**src/design/bdc_pkg.sv**
```systemverilog
package bdc_pkg;

   localparam int MAX_TOTAL = 1023;
   localparam int ROW_LEN   = MAX_TOTAL + 1;
   localparam int IDX_W     = $clog2(ROW_LEN);
   localparam int ADDR_W    = IDX_W + 1;
   localparam int MEM_DEPTH = 2 * ROW_LEN;
   localparam int LIMIT_W   = 16;
   localparam int CSR_W     = 10;
   localparam int WAYS_W    = 30;

   localparam logic [WAYS_W-1:0] WAYS_MOD = 30'd1000000007;
   localparam logic [WAYS_W-1:0] WAYS_ONE = 30'd1;

   typedef logic [IDX_W-1:0]  idx_type;
   typedef logic [ADDR_W-1:0] addr_type;
   typedef logic [WAYS_W-1:0] ways_type;

   // one row step travelling down the pipe
   typedef struct packed {
      logic    valid;
      logic    fresh;
      logic    use_lo;
      logic    head;
      logic    last;
      logic    dst_bank;
      idx_type idx;
   } step_ctrl_type;

   typedef struct packed {
      logic     en;
      addr_type addr;
      ways_type data;
   } mem_wr_type;

   function automatic idx_type sat_total(input logic [CSR_W-1:0] total);
      idx_type k;
      if (int'(total) > MAX_TOTAL) begin
         k = idx_type'(MAX_TOTAL);
      end else begin
         k = idx_type'(total);
      end
      return k;
   endfunction

endpackage

```
**src/design/bdc_mod_acc.sv**
```systemverilog
module bdc_mod_acc (
   input  logic                   clock,
   input  logic                   reset,
   input  bdc_pkg::step_ctrl_type s1_ctrl,
   input  bdc_pkg::ways_type      rd_data_hi,
   input  bdc_pkg::ways_type      rd_data_lo,
   output bdc_pkg::mem_wr_type    wr,
   output logic                   done,
   output bdc_pkg::ways_type      result
);

   bdc_pkg::step_ctrl_type s2_ctrl_ff;
   bdc_pkg::ways_type      d_ff;
   bdc_pkg::ways_type      d_in;
   bdc_pkg::ways_type      run_ff;
   bdc_pkg::ways_type      run_in;
   bdc_pkg::ways_type      hi;
   bdc_pkg::ways_type      lo;
   bdc_pkg::ways_type      base;
   logic [bdc_pkg::WAYS_W:0] sum;

   // windowed difference
   always_comb begin
      hi = s1_ctrl.fresh ? bdc_pkg::WAYS_ONE : rd_data_hi;
      lo = '0;
      if (s1_ctrl.use_lo) begin
         lo = s1_ctrl.fresh ? bdc_pkg::WAYS_ONE : rd_data_lo;
      end
      if (hi >= lo) begin
         d_in = hi - lo;
      end else begin
         d_in = hi + (bdc_pkg::WAYS_MOD - lo);
      end
   end

   // running prefix sum
   always_comb begin
      base = s2_ctrl_ff.head ? '0 : run_ff;
      sum  = {1'b0, base} + {1'b0, d_ff};
      if (sum >= {1'b0, bdc_pkg::WAYS_MOD}) begin
         run_in = bdc_pkg::ways_type'(sum - {1'b0, bdc_pkg::WAYS_MOD});
      end else begin
         run_in = sum[bdc_pkg::WAYS_W-1:0];
      end
   end

   always_ff @(posedge clock) begin
      if (reset) begin
         s2_ctrl_ff <= '0;
      end else begin
         s2_ctrl_ff <= s1_ctrl;
      end
   end

   always_ff @(posedge clock) begin
      d_ff <= d_in;
      if (s2_ctrl_ff.valid) begin
         run_ff <= run_in;
      end
   end

   assign wr.en   = s2_ctrl_ff.valid;
   assign wr.addr = {s2_ctrl_ff.dst_bank, s2_ctrl_ff.idx};
   assign wr.data = run_in;
   assign done    = s2_ctrl_ff.valid & s2_ctrl_ff.last;
   assign result  = d_ff;

endmodule

```
**config.mk**
```make
export PLATFORM = sky130hd
export DESIGN_NAME = bdc_mod_acc
export DESIGN_NICKNAME = d
export VERILOG_FILES = /design/src/design/bdc_pkg.sv /design/src/design/bdc_mod_acc.sv
export SDC_FILE = /design/constraint.sdc
export NUM_CORES = 1
export LEC_CHECK = 0
export ABC_AREA = 1
export BUFFER_PORTS_ARGS = -buffer_cell sky130_fd_sc_hd__buf_2
export CAP_MARGIN = 20
export CORE_ASPECT_RATIO = 1.75
export CORE_MARGIN = 3
export CORE_UTILIZATION = 25
export DETAILED_ROUTE_END_ITERATION = 7
export GPL_TIMING_DRIVEN = 0
export PLACE_DENSITY = 0.44
export SLEW_MARGIN = 15
export SYNTH_ARGS = -nofsm -noshare
export SYNTH_HDL_FRONTEND = slang
export SYNTH_SLANG_ARGS = --single-unit
```
**constraint.sdc**
```tcl
create_clock -name clock -period 3.1 [get_ports clock]
set_input_delay 0.155 -clock clock [delete_from_list [all_inputs] [get_ports clock]]
set_output_delay 0.155 -clock clock [all_outputs]
set_load 0.05 [all_outputs]
```
# Word-level counts from Yosys, hierarchy flattened
# Index checks and enable logic that the tools add are counted.
# op_classes
mul	0
bitwise	1
div_mod_pow	0
reduce_logical	0
eq_ne	0
magnitude_cmp	2
addsub	5
n_shift	0
muxes	6
# ops
cell	n
$mux 30	6
$add 30x30->31	1
$ge 31x30->1 const B	1
$add 30x30->30	1
$ge 30x30->1	1
$sub 30x30->30	1
$sub 30x30->30 const A	1
$sub 30x30->30 const B	1
$and 1x1->1	1
# totals
ram_bits	0
n_memories	0
mem_bits_ro	0
latchBits	0
out_inout_bits	73
word_cells	21
reg_bits	74

# Depth between registers and ports, before layout
# logic_depth
ltp_word	5
mapped_depth	27
depth_no_buf	26

# Worst setup path after synthesis
# No wires, ideal clock.
# synth_timing
path_type	flip-flop to flip-flop
start	register d_ff[0] (netlist: result[0])
end	register run_ff[10], data pin
path_stages_with_launch	22
arrival_ns	3.631
setup_time_ns	0.340
setup_slack_ns	-0.870
cell_sequence	dfxtp_1 > ha_1 > inv_1 > fa_1 > inv_1 > nand3_1 > nand2_2 > nand2_1 > nand2_2 > nand3_2 > nor2_4 > nand2_2 > nand2_1 > nand2_2 > nand2_1 > nand2_2 > nand2_1 > nand2_2 > nand2_4 > nand3_4 > buf_6 > o21ai_1
# synth_rtl
element	line_no	text
from (decl)	bdc_mod_acc.sv:13	bdc_pkg::ways_type d_ff;
from (signal assigned)	bdc_mod_acc.sv:56	d_ff <= d_in;
to (signal assigned)	bdc_mod_acc.sv:58	run_ff <= run_in;
to (decl)	bdc_mod_acc.sv:15	bdc_pkg::ways_type run_ff;

==> flow_summary.yaml <==
clock_network:
  clk_latency_ns: 0.38
  cts_buffer_depth: 2
  cts_sinks: 74
  cts_inserted_buffers: 9
  cts_max_level: 3
  cts_tree: "done"
  cts-root-buf: "clkbuf_16"
  clk_pin_slew_worst_paths_ns: 0.07
floorplanning:
  core_area_sq_um: 41900
  num_io_pins: 151
  die-height_microns: 279
  die_x_microns: 162
  fp-row-count: 99
  start_util_pct: 25.5
  die_area_sq_um: 45200
worst_hold_path:
  hold_end: "result[0]"
  whs_path_depth: 5
  hp-start: "rd_data_lo[0]"
  hold_path.class: "primary input to flop"
yosys:
  yosys.area.top_type: "nand2_1"
  synth_edf_count: 30
  synth.most_common_cell: "nand2_1"
  ys_seq_area_share_pct: 16.7
  synthArstFlopShare_pct: 0
  synth-seq-cells: 74
  syn_nets: 1956
  synth_top_area_share_pct: 18.6
  synthCells: 1757
  yosys_warnings: 0
  yosysUniqueCellTypes: 46
  syn_area_sq_um: 10700
  synth.area.top_cells: "nand2_1, ha_1, inv_1"
  syn_avg_cell_area_sq_um: 6.07
  synth_common_cells: "nand2_1, inv_1, nor2_1"
  synthFlopType: "dfxtp_1"
sta:
  finalWorstSetupSlack_ns: -0.812
  fin_skew_ns: 0.0111
  rsz0062_at_grt: "true"
  hold_viol_final: 0
  setup_viol: 60
  worst_pin_slew_ns: 0.478
  timing.final.crit_share_pct: 126
  fin_crit_ns: 3.91
  max_freq_mhz: 256
  maxSlewHeadroom_pct: 67.8
  drv_slew: 0
run_status:
  violations: "negative setup slack"
  outcome: "complete, but fails checks"
global_route:
  grt_max_degree: 32
  grt_remaining_overflow: 0
  antenna_found_initial: 0
  grt.total_usage_pct: 18.7
  grt_pass1_vias: 12124
  grt_pass1_wl_microns: 64400
cells_and_area:
  n_antenna_cell: 0
  drive_gt1_share_pct: 32.8
  final_nets: 2237
  finalNonFillerCells: 2598
  syn_to_final_growth_pct: 47.8
worst_setup_path:
  cp.arrival_ns: 3.76
  crit_required_ns: 2.94
  r2r_setup_slack_ns: -0.46
  startpoint_type: "flop"
  crit_type: "flop to output port"
  r2r_cells: 25
  regToRegStartpoint: "s2_ctrl_ff[12]"
  path_max_fanout: 7
  crit-reg2reg-capture: "run_ff[28]"
  end_kind: "output port"
drt:
  wire_per_inst_microns: 16.6
  viasPerCell: 4.53
  totalWireLength_microns: 43200
  detail-route-antenna-nets: 0
  vias: 11758
  drt_pass1_iterations: 6
  drc: 0
  drtIter0Drc: 455
placed_design:
  dp.cells: 2463
  port_buffers: 150
  gp_congestion: 0.944
  hpwl_microns: 35800
flow_run:
  cap_viol_max_count: 0
-- flip-flops by register name (all words and copies together), names as in the netlist --
name,count
run_ff,30
wr,12
s2_ctrl_ff,2
result,30
-- layout make-up --
type	count	area, sq um
fill	4548	26100
multi-input combinational	1298	9060
timing repair buffer	273	2240
sequential	74	1790
inverter	353	1340
tap	555	694
buffer	29	338
clock buffer	10	229
clock inverter	6	66.3
-- metrics by stage --
stage / setup slack, ns / instance area, sq um / hold WS [ns] / setup TNS [ns] / utilization [%]
global placement: -1.87 / 12400 / 0.355 / -118.16 / 29.7
floorplan: -0.206 / 11000 / 0.226 / -6.99 / -
global route: -0.984 / 15800 / 0.298 / -41.41 / 37.6
finish: -0.812 / 15800 / 0.253 / -31.03 / 37.6
CTS: -0.797 / 15000 / 0.237 / -31.28 / 35.9
detailed placement: -1.94 / 12500 / 0.363 / -120.60 / 29.8
-- per-layer routing --
metal / vias to the layer above / track usage (%) / share of wire [%]
met1: 5386 / 16.0 / 33
met2: 260 / 39.5 / 59
li1: 6003 / - / -
met4: 0 / 11.6 / 6.3
met3: 109 / 1.78 / 2.2
met5: - / 0 / 0
-- critical path, stage by stage, from the launching register on --
cell and delay (ns):
dfxtp_4 0.38, clkbuf_16 0.17, nor2_4 0.13, ha_4 0.14, inv_2 0.03, fa_2 0.36
inv_4 0.10, nand3_4 0.10, nand2_8 0.10, nand2_2 0.07, nand3_4 0.12, buf_12 0.12
nand2_2 0.05, nand3_2 0.09, nand2_4 0.08, buf_12 0.14, nor3_4 0.19, nand3_4 0.12
nand3_4 0.14, buf_12 0.18, buf_12 0.17, nand2_4 0.07, o21ai_4 0.10, buf_6 0.19
-- timing repair --
item | in CTS | in global routing
setup buffers | 76 | 25
pin swaps | 63 | 36
gates cloned | 5 | 1
setup endpoints to repair | 90 | 77
hold buffers | 18 | 0
resized for setup | 354 | 123
endpoints found under the hold margin | 14 | 0
-- cells in the final DEF, fill, tap and decap left out, drive strengths merged, types with 18 or more instances in the layout --
cell,synthesis,layout
a21oi,72,72
buf,18,272
clkbuf,14,22
dfxtp,44,44
dlygate4sd3,0,18
edfxtp,30,30
fa,18,18
ha,103,103
inv,351,352
nand2,571,571
nand3,110,110
nand4,29,29
nor2,185,185
o21ai,77,77
xor2,59,59
-- kinds of logic (layout without fill, tap and decap cells) --
kind of cell	after synthesis	in the layout	synth area share (%)
flops	74	74	16.7
simple gates	927	927	38.0
fa+ha+maj	121	121	15.5
xor+xnor	66	66	5.49
compound gates	184	184	10.0
buf+inv	385	671	14.4
-- worst max path at each step --
stage | start | end | slack [ns] | depth (start not counted)
floorplan | s2_ctrl_ff[12] | run_ff[11] | -0.21 | 25
detailed placement | s1_ctrl[14] | result[26] | -1.94 | 15
global placement | s1_ctrl[14] | result[26] | -1.87 | 15
global route | s2_ctrl_ff[12] | wr[0] | -0.98 | 27
finish | s2_ctrl_ff[12] | wr[23] | -0.81 | 23
CTS | s2_ctrl_ff[12] | wr[23] | -0.80 | 27
Power is left out: the tool's default activity adds up to more than one toggle a clock period on the data nets, which glitch-free logic cannot reach.
